[config.mk]
export PLATFORM = sky130hd
export DESIGN_NAME = frs_div
export DESIGN_NICKNAME = d
export VERILOG_FILES = /design/src/frs_pkg.sv /design/src/frs_div.sv
export SDC_FILE = /design/constraint.sdc
export NUM_CORES = 1
export LEC_CHECK = 0
export ABC_CLOCK_PERIOD_IN_PS = 7700
export BUFFER_PORTS_ARGS = -buffer_cell sky130_fd_sc_hd__buf_2
export CORE_MARGIN = 4
export CORE_UTILIZATION = 31
export CTS_CLUSTER_SIZE = 10
export DETAILED_ROUTE_END_ITERATION = 8
export HOLD_SLACK_MARGIN = 0.12
export REMOVE_ABC_BUFFERS = 1
export SYNTH_ARGS = -nofsm -noshare
export SYNTH_HDL_FRONTEND = slang
export SYNTH_SLANG_ARGS = --single-unit
[constraint.sdc]
create_clock -name clk -period 7.7 [get_ports clk]
set_clock_uncertainty 0.15 [all_clocks]
set_input_delay 0.385 -clock clk [delete_from_list [all_inputs] [get_ports clk]]
set_output_delay 0.385 -clock clk [all_outputs]
set_load 0.1 [all_outputs]
[src/frs_pkg.sv]
// shared types, codes and constants of the fair run queue scheduler
`timescale 1ns / 1ps
package frs_pkg;

  localparam int MAX_TASKS_DEF = 64;

  // dividend width of the shared divider: delta shifted by ten, or slice times weight
  localparam int DVD_W = 74;

  localparam logic [29:0] TARGET_LAT_RST = 30'd6000000;
  localparam logic [26:0] MIN_GRAN_RST   = 27'd750000;
  localparam logic [26:0] WAKE_GRAN_RST  = 27'd1000000;

  typedef enum logic [2:0] {
    OP_ENQUEUE  = 3'd0,
    OP_DEQUEUE  = 3'd1,
    OP_PICK     = 3'd2,
    OP_PUT_BACK = 3'd3,
    OP_TICK     = 3'd4,
    OP_CHECK    = 3'd5,
    OP_FORK     = 3'd6,
    OP_YIELD    = 3'd7
  } op_t;

  typedef enum logic [1:0] {
    ST_DONE    = 2'd0,
    ST_IGNORED = 2'd1,
    ST_EMPTY   = 2'd2
  } status_t;

  localparam logic [1:0] CFG_TARGET_LAT = 2'd0;
  localparam logic [1:0] CFG_MIN_GRAN   = 2'd1;
  localparam logic [1:0] CFG_WAKE_GRAN  = 2'd2;

  // one task slot as held in the slot memory
  typedef struct packed {
    logic [63:0] vr;
    logic [16:0] wt;
    logic [63:0] sum;
    logic [63:0] prev;
    logic [63:0] start;
    logic [31:0] stamp;
  } entry_t;

endpackage

[src/frs_div.sv]
// restoring divider, one quotient bit per cycle
`timescale 1ns / 1ps
module frs_div #(
  parameter int DVD_W = frs_pkg::DVD_W,
  parameter int DVS_W = 23
) (
  input  logic             clk,
  input  logic             rst,
  input  logic             start,
  input  logic [DVD_W-1:0] dividend,
  input  logic [DVS_W-1:0] divisor,
  output logic             done,
  output logic [DVD_W-1:0] quot
);

  localparam int CW = $clog2(DVD_W + 1);

  logic             busy;
  logic [CW-1:0]    cnt;
  logic [DVS_W-1:0] rem;
  logic [DVS_W-1:0] dvs;
  logic [DVD_W-1:0] dq;
  logic [DVS_W:0]   sh;
  logic             qbit;

  assign sh   = {rem, dq[DVD_W-1]};
  assign qbit = (sh >= {1'b0, dvs});
  assign quot = dq;

  always_ff @(posedge clk) begin
    if (rst) begin
      busy <= 1'b0;
      done <= 1'b0;
      cnt  <= '0;
    end else begin
      done <= 1'b0;
      if (start) begin
        busy <= 1'b1;
        cnt  <= CW'(DVD_W);
        rem  <= '0;
        dvs  <= divisor;
        dq   <= dividend;
      end else if (busy) begin
        rem <= qbit ? DVS_W'(sh - {1'b0, dvs}) : sh[DVS_W-1:0];
        dq  <= {dq[DVD_W-2:0], qbit};
        cnt <= cnt - CW'(1);
        if (cnt == CW'(1)) begin
          busy <= 1'b0;
          done <= 1'b1;
        end
      end
    end
  end

endmodule

==> results of run 1 <==
[kinds of logic after synthesis]
| family | count (synthesis) | share of synthesized area, % |
|---|---|---|
| muxes | 77 | 13.01 |
| buffers and inverters | 53 | 3.798 |
| xor gates and xnor gates | 18 | 2.369 |
| adders and majority gates | 26 | 5.001 |
| DFF | 129 | 56.85 |
| AOI/OAI and AO/OA | 99 | 9.645 |
| and+or+nand+nor | 129 | 9.325 |
[cells in the mapped netlist, drive strengths merged, types with 2 or more instances]
library cell,instances
nor2b,5
a31o,2
and3,7
o21a,2
o21ai,20
nand2b,2
nand3,16
clkbuf,12
ha,25
nand2,49
a21o,10
a211oi,4
inv,32
o31ai,3
nor3,9
xnor2,12
dfxtp,9
a211o,3
edfxtp,120
xor2,6
nor2,22
mux2,76
or3,4
nand4,5
a2111oi,2
buf,9
a21oi,43
and2,3
[metal layers]
metal	track usage [%]	vias up	routed length, µm
li1	-	2526	-
met1	18.53	2433	7666
met2	25.23	178	8664
met3	5.148	18	1354
met4	4.542	0	237
met5	0	-	0
[final cells by class]
class	instances	area (µm²)	share of cell area [%]
Inverter	32	120.1	1.296
Clock buffer	17	425.4	4.591
Sequential cell	129	3784	40.84
Tap cell	275	344.1	3.714
Clock inverter	15	146.4	1.580
Multi-Input combinational cell	349	2629	28.37
Timing Repair Buffer	269	1817	19.61
[state kept, by name, indices dropped and copies added (netlist names)]
name	cells
busy	1
cnt	7
done	1
dvs	23
quot	74
rem	23
[metrics by stage]
stage | instances | util, % | setup WS, ns | instance area [µm²]
4_1_cts | 1085 | 43.89 | 4.116 | 9255
2_1_floorplan | 510 | - | 2.463 | 6523
3_5_place_dp | 962 | 36.86 | 4.140 | 7772
5_1_grt | 1086 | 43.94 | 3.918 | 9265
3_3_place_gp | 962 | 36.86 | 4.207 | 7772
6_report | 1086 | 43.94 | 4.126 | 9265
[power by group]
part           internal (W)  switching [W]
clock              0.000453       0.000340
combinational      0.000191       0.000385
sequential         0.000834      0.0000263
[worst max-delay path: cells and delay by family, from the launching register on]
kind | cells | cell delay (ns)
flip-flops | 1 | 0.36
buffers and inverters | 1 | 0.05
adder cells (fa/ha/maj) | 2 | 0.66
AND/OR/NAND/NOR | 3 | 1.16
AO/OA/AOI/OAI | 4 | 0.99
[final timing paths]
check                           start                     to  cells past startpoint  slack (ns)
setup / recovery   quot[73]$_DFFE_PP_  rem[22]$_SDFFCE_PP0P_                     10        4.13
hold / removal           dividend[73]     quot[73]$_DFFE_PP_                      2        0.15
setup reg to reg   quot[73]$_DFFE_PP_  rem[22]$_SDFFCE_PP0P_                     10        4.13
hold reg to reg   cnt[4]$_SDFFE_PP0P_    cnt[4]$_SDFFE_PP0P_                      2        0.40
[repair_timing]
item                                   4_1_cts  5_1_grt
buffers inserted                             0        0
hold buffers                                91        1
endpoints found under the hold margin       91        1
==> results.md, run 1 <==
- PortBufs: 174
- F_max: 0.2798 GHz
- Final period utilization: between 40% and 50%
- Fillers: 1997
- Die area: 0.02388 mm²
- Setup TNS: 0 ns
- WL/cell: 16.50 µm
- Setup crit end kind: flop
- Dpl hpwl: 12140 µm
- DRT iter0 DRCs: 182
- WHS: 0.1468 ns
- Via count: 5155
- Synth top area cells: edfxtp_1, mux2_2, ha_1
- Diode count: 0
- CTS H-tree lvls: 4
- Worst-Skew Late Latency: between 0.4 and 0.5 ns
- CTS Root Cell: clkbuf_16
- Routed Wire Length: roughly 18000 µm
- Nets: approximately 900
- Drt pass-1 iters: 5
- Area grow syn2layout: 39.22%
- Initial antenna violation count: 0
- Kind of critical path: reg -> reg
- Via density: around 4.7
- FF+latch count, synth: 129
- Minimum clock period: ~3.6 ns
- Post_cts resized: 0
- Syn_area_per_cell: 12.53 µm²
- Main synth FF type: edfxtp_1
- Status: completed
- Synth Warn #: 0
- DRC Markers: 0
- CTS Buf Count: 17
- Largest net degree at the start of global routing: 65
- Layout cell share with drive strength beyond 1: 37.24%
- WP data arrival: about 3.7 ns
- Post-synth EDFFs: between 100 and 150
- Commonest non-fill, non-tap cells in the layout: buf_2, edfxtp_1, dlygate4sd3_1, mux2_2, nand2_1
- Register area share after synthesis: roughly 57%
- Count of cell types in the netlist: 59
- Worst EP required: 7.78 ns
- Worst hold path type: in -> reg
- Critical-path top delay cell: nand3_1
- Most common cell after layout, fill and taps aside: buf_2
- Startpoint types: flop
- Total track usage: between 10% and 20%
- Final Power: 0.002230 W
- Slew Limit Fails: 0
- Cell taking the most area after synthesis: edfxtp_1
- Die height: 154.5 µm
- Row cnt: 53
- Max_cap viols: 0
- Hold Fails Final Rpt: 0
- Clock tree sinks: 129
- Peak supply drop: 0.0001743 V
- Antenna viol nets, final: 0
- Setup-failing EPs final: 0
- RSZ-0062 raised after global routing: no
- Maximum buffer depth of the clock tree: 2
- Post-synthesis async set-or-reset flop share: 0%
- CORE AREA: 0.02109 mm²
- Power density over cell area: 240.7 mW/mm²
- I/O Pins: 175
- Number of global-route vias before repair: about 5500
- Critical path peak fanout: 25
- First-pass GRT wire length: 28910 µm
- Grt total ovfl: 0
- Worst path max stage delay: 0.70 ns
- Worst-margin pin slew: 1.059 ns
- Cell count after synthesis: between 500 and 600
- Reg clk slew, reported paths: 0.06 ns
- DIE WIDTH: 154.5 µm
- Post-Syn Area: roughly 0.0067 mm²
- Initial core utilization: 31.56%
- Top cell type's share of synthesized area: 54.15%
- P_leak: 3.783 nW
- CTS tree: built
- Slew HR: 29.22%
- Critical-path cell list: inv_1, ha_1, fa_1, nor2b_1, o31ai_2, a31o_2, a211o_2, nand3_1, nand2_1, o31ai_1
- Gp weighted congestion: 0.8613
(Power assumes the default switching activity.)
==> run 2: changes to the inputs <==
ABC_CLOCK_PERIOD_IN_PS = 3300   (was 7700)
clock period = 3.3 ns   (was 7.7 ns; I/O delays follow)
==> run 2 against run 1 <==
  * Sequential power is 130% higher
  * Clock power increased by 130%
  * Final cell count grew 0.92%
  * Via count rose by 1.2%
  * Worst setup slack lost 3.9 ns
  * First-iteration DRC count rose by 54%
  * Core utilization increased by 0.48 points
  * Count of clock-buffer cells in the layout unchanged
  * Flip-flop and latch count did not move
  * Final area grew 1.1%
  * Sequential share of layout area is 0.44 points lower
  * Routed wire length grew 1.1%
  * Critical path type unchanged
  * Largest cell class unchanged
==> results.md, run 2 (same netlist as run 1, synthesis figures left out) <==
- WP data arrival: 3.18 ns
- Hold_sp: start
- Dpl hpwl: between 10000 and 15000 µm
- P_leak: 3.835 nW
- Startpoint types: flop
- Row cnt: 53
- Max_cap viols: 0
- CORE AREA: roughly 0.021 mm²
- CTS Root Cell: clkbuf_16
- Number of post-CTS setup repair buffers: 0
- Clock tree sinks: between 100 and 150
- Final Power: ~0.0052 W
- R2r worst-path depth: 10
- Worst-Skew Late Latency: around 0.42 ns
- Kind of critical path: reg -> reg
- Number of global-route vias before repair: 5565
- Maximum buffer depth of the clock tree: 2
- WHS: 0.1504 ns
- Total track usage: 15.48%
- Die area: about 0.024 mm²
- Slew Limit Fails: 0
- Nets: 934
- Worst-margin pin slew: 0.7006 ns
- F_max: 0.3283 GHz
- Post_cts resized: 0
- Final period utilization: between 90% and 100%
- Via count: approximately 5200
- Max reg flops: 74
- Routed Wire Length: 18130 µm
- CTS Buf Count: 17
- Gp weighted congestion: 0.8021
- R2R Path Start: quot[73]$_DFFE_PP_
- Reg-to-reg slack, setup: 0.25 ns
- Worst Hold Path EP: cnt[2]$_SDFFE_PP0P_
- Largest net degree at the start of global routing: 64
- First-pass GRT wire length: around 29000 µm
- Layout cell share with drive strength beyond 1: 37.15%
- Drt pass-1 iters: 4
- Via density: 4.758
- Setup-failing EPs final: 0
- Worst EP required: 3.43 ns
- Commonest non-fill, non-tap cells in the layout: buf_2, edfxtp_1, dlygate4sd3_1, mux2_2, nand2_1
- Post-Layout Cell Count: 1096
- Setup TNS: 0 ns
- Peak supply drop: 0.0003715 V
- DRT iter0 DRCs: 280
- Hold Fails Final Rpt: 0
- CTS tree: built
- Hold depth: 2
- Reg clk slew, reported paths: 0.06 ns
- PortBufs: 174
- Status: completed
- Cells after DPL: 966
- Slew HR: 53.30%
- Reg2reg end: rem[21]$_SDFFCE_PP0P_
- Setup crit end kind: flop
- Initial core utilization: 31.56%
- Minimum clock period: 3.046 ns
- Critical path peak fanout: 21
- Final Core Density: 44.42%
- CTS H-tree lvls: 4
- Diode count: 0
- Fillers: 1953
- Grt total ovfl: 0
- DRC Markers: 0
- Power density over cell area: ~560 mW/mm²
- Area grow syn2layout: 40.74%
- WL/cell: 16.54 µm
- Antenna viol nets, final: 0
- Initial antenna violation count: 0
- Most common cell after layout, fill and taps aside: buf_2
- Die height: approximately 150 µm
- DIE WIDTH: 154.5 µm
- RSZ-0062 raised after global routing: no
- I/O Pins: 175
- Worst hold path type: in -> reg
[run 2: critical path, cell delays in order (launching register included)]
cell,delay (ns)
edfxtp_1,0.36
inv_1,0.06
ha_1,0.24
fa_1,0.41
nor2b_1,0.20
o31ai_2,0.13
a31o_2,0.25
a211o_2,0.30
and3_2,0.39
a2111oi_2,0.27
nand3b_1,0.14
[run 2: what timing repair did]
item	4_1_cts	5_1_grt
hold buffers	98	0
endpoints found under the hold margin	105	0
endpoints found under the setup margin	0	0
[run 2: stage by stage]
stage | instance area (µm²) | setup slack [ns]
after CTS | 9366 | 0.2696
after global routing | 9366 | 0.06274
after floorplan | 6523 | -1.937
after detailed placement | 7815 | 0.2777
after global placement | 7815 | 0.3404
final | 9366 | 0.2540
[run 2: how the worst max path moves through the flow]
stage                            start                    end  slack (ns)  cells past startpoint
floorplan              busy$_SDFF_PP0_      quot[0]$_DFFE_PP_       -1.94                      2
global placement    quot[73]$_DFFE_PP_  rem[21]$_SDFFCE_PP0P_        0.34                     10
detailed placement  quot[73]$_DFFE_PP_  rem[21]$_SDFFCE_PP0P_        0.28                     10
CTS                 quot[73]$_DFFE_PP_  rem[21]$_SDFFCE_PP0P_        0.27                     10
global route        quot[73]$_DFFE_PP_  rem[21]$_SDFFCE_PP0P_        0.06                     10
finish              quot[73]$_DFFE_PP_  rem[21]$_SDFFCE_PP0P_        0.25                     10
[run 2: layer usage]
| metal | global-route usage [%] | routed length [µm] | vias up |
|---|---|---|---|
| met2 | 26.60 | 9016 | 190 |
| met1 | 18.44 | 7508 | 2466 |
| li1 | - | - | 2542 |
| met3 | 5.176 | 1381 | 17 |
| met4 | 4.626 | 223 | 0 |
| met5 | 0 | 0 | - |
[run 2: final cells by class]
| cell class | instances | area (µm²) | area share, % |
|---|---|---|---|
| multi-input combinational | 349 | 2629 | 28.07 |
| clock inverter | 15 | 145.1 | 1.550 |
| timing repair buffer | 279 | 1919 | 20.49 |
| inverter | 32 | 120.1 | 1.282 |
| tap | 275 | 344.1 | 3.674 |
| sequential | 129 | 3784 | 40.40 |
| clock buffer | 17 | 425.4 | 4.542 |
[run 2: report_power, final]
part,switching (W),internal [W],total [W]
sequential,0.0000638,0.00195,0.00201
clock,0.000792,0.00106,0.00185
combinational,0.000899,0.000458,0.00136
==> run 3: changes to the inputs <==
CORE_UTILIZATION = 40   (was 31)
==> run 3 against run 2 <==
  * Hold slack improved by 0.16 ns
  * Global-route usage up 3.7 points
  * Critical endpoint unchanged
  * Maximum frequency down 0.95%
  * Largest power group unchanged
  * Largest cell class unchanged
  * Die area fell by 21%
  * Final cell count fell by 5.2%
  * Final area is 0.40% lower
  * Total power is 1.9% lower
  * Count of clock-buffer cells in the layout rose by 1
  * Sequential power barely moved
  * Register-to-register slack got worse by 0.03 ns
  * First-iteration DRC count down 7.1%
  * Worst setup slack worse by 0.029 ns
==> results.md, run 3 (same netlist as run 1, synthesis figures left out) <==
- Status: completed
- Slew Limit Fails: 0
- Setup crit end kind: flop
- F_max: between 0.3 and 0.4 GHz
- Drt pass-1 iters: 4
- Hold Fails Final Rpt: 0
- Via density: 5.030
- Commonest non-fill, non-tap cells in the layout: buf_2, edfxtp_1, dlygate4sd3_1, mux2_2, nand2_1
- Switching share of power: 32.82%
- Peak supply drop: 0.0004990 V
- Most common cell after layout, fill and taps aside: buf_2
- Grt total ovfl: 0
- Dpl hpwl: between 10000 and 15000 µm
- WP data arrival: roughly 3.2 ns
- Clock tree sinks: 129
- Minimum clock period: 3.075 ns
- Clk pwr share: between 30% and 40%
- Final period utilization: between 90% and 100%
- WL/cell: 16.64 µm
- CTS H-tree lvls: 4
- DIE WIDTH: 137.0 µm
- RSZ-0062 raised after global routing: no
- Max reg flops: 74
- Max_cap viols: 0
- Slew HR: 57.34%
- Row cnt: 46
- P_leak: 3.835 nW
- Final Core Density: roughly 58%
- CTS Root Cell: clkbuf_16
- CTS Buf Count: 17
- Die height: 137.0 µm
- Diode count: 0
- Gp weighted congestion: 0.8821
- Largest net degree at the start of global routing: 84
- Fillers: ~1300
- PortBufs: 174
- WHS: 0.3097 ns
- Internal Power: approximately 0.0034 W
- Startpoint types: flop
- Hold-fix buffers, CTS: 99
- Sw Pwr: 0.001681 W
- DRC Markers: 0
- Total track usage: between 10% and 20%
- I/O Pins: 175
- Nets: ~940
- Reg clk slew, reported paths: approximately 0.050 ns
- Comb power frac: a little over a quarter
- Worst-margin pin slew: approximately 0.63 ns
- Register area: roughly 0.0038 mm²
- Number of global-route vias before repair: 5722
- Routed Wire Length: 17290 µm
- Die area: 0.01876 mm²
- Reg power frac: 39.2%
- DRT iter0 DRCs: 260
- Antenna viol nets, final: 0
- Post-Layout Cell Count: 1039
- Critical path peak fanout: 21
- First-pass GRT wire length: roughly 28000 µm
- Setup TNS: 0 ns
- Via count: 5226
- CORE AREA: 0.01612 mm²
- Cells after DPL: 909
- Kind of critical path: reg -> reg
- Reg-to-reg slack, setup: ~0.22 ns
- Multi-input logic area: ~0.0026 mm²
- Worst hold path type: in -> reg
- Power density over cell area: 548.8 mW/mm²
- Worst-Skew Late Latency: 0.42 ns
- Initial antenna violation count: 0
- Setup-failing EPs final: 0
- Number of post-CTS setup repair buffers: 0
- Post_cts resized: 0
- Maximum buffer depth of the clock tree: 2
- Layout cell share with drive strength beyond 1: 37.06%
- Worst EP required: 3.42 ns
- Area grow syn2layout: 40.18%
- Initial core utilization: 41.30%
- CTS tree: built
[run 3: cell types whose count changed in the layout (fill, tap and decap cells not counted), sizes merged]
| cell | delta |
|---|---|
| inv | -8 |
| clkinv | +3 |
| clkinvlp | +3 |
| buf | +2 |
| clkbuf | +1 |
| dlygate4sd3 | +1 |
[run 3: layout make-up]
type | count | share of cell area, %
Timing Repair Buffer | 282 | 21.24
Sequential cell | 129 | 40.56
Clock buffer | 18 | 4.600
Tap cell | 216 | 2.897
Multi-Input combinational cell | 349 | 28.18
Inverter | 32 | 1.288
Clock inverter | 13 | 1.234
[run 3: power by group through the flow]
stage | registers (W) | logic, W | clock network (W)
after floorplan | 0.00246 | 0.000546 | 0
after global placement | 0.00204 | 0.00125 | 0
after detailed placement | 0.00204 | 0.00127 | 0
after CTS | 0.00201 | 0.00136 | 0.00179
after global routing | 0.00202 | 0.00147 | 0.00185
final | 0.00201 | 0.00136 | 0.00175
[run 3: worst paths after layout]
kind,start,end,cells after the start
max,quot[73]$_DFFE_PP_,rem[21]$_SDFFCE_PP0P_,10
min,divisor[2],dvs[2]$_DFFE_PP_,2
max reg2reg,quot[73]$_DFFE_PP_,rem[21]$_SDFFCE_PP0P_,10
min reg2reg,cnt[4]$_SDFFE_PP0P_,cnt[4]$_SDFFE_PP0P_,2
[run 3: per-stage QoR]
stage	setup slack [ns]	power, W	cell area, µm²
global route	0.04347	0.005347	9329
finish	0.2247	0.005120	9329
detailed placement	0.2359	0.003305	7794
floorplan	-1.937	0.003006	6523
CTS	0.2014	0.005160	9329
global placement	0.3544	0.003289	7794
[run 3: critical path, stage by stage, from the launching register on]
cell and delay (ns):
edfxtp_1 0.37, inv_1 0.06, ha_1 0.25, fa_1 0.42
nor2b_1 0.22, o31ai_2 0.13, a31o_2 0.25, a211o_2 0.30
and3_2 0.38, a2111oi_2 0.25, nand3b_1 0.15
[run 3: metal layers]
metal / global-route usage [%] / routed length (µm)
met5: 0 / 0
met4: 5.543 / 395
met3: 7.794 / 1310
met2: 32.18 / 8458
met1: 22.55 / 7123
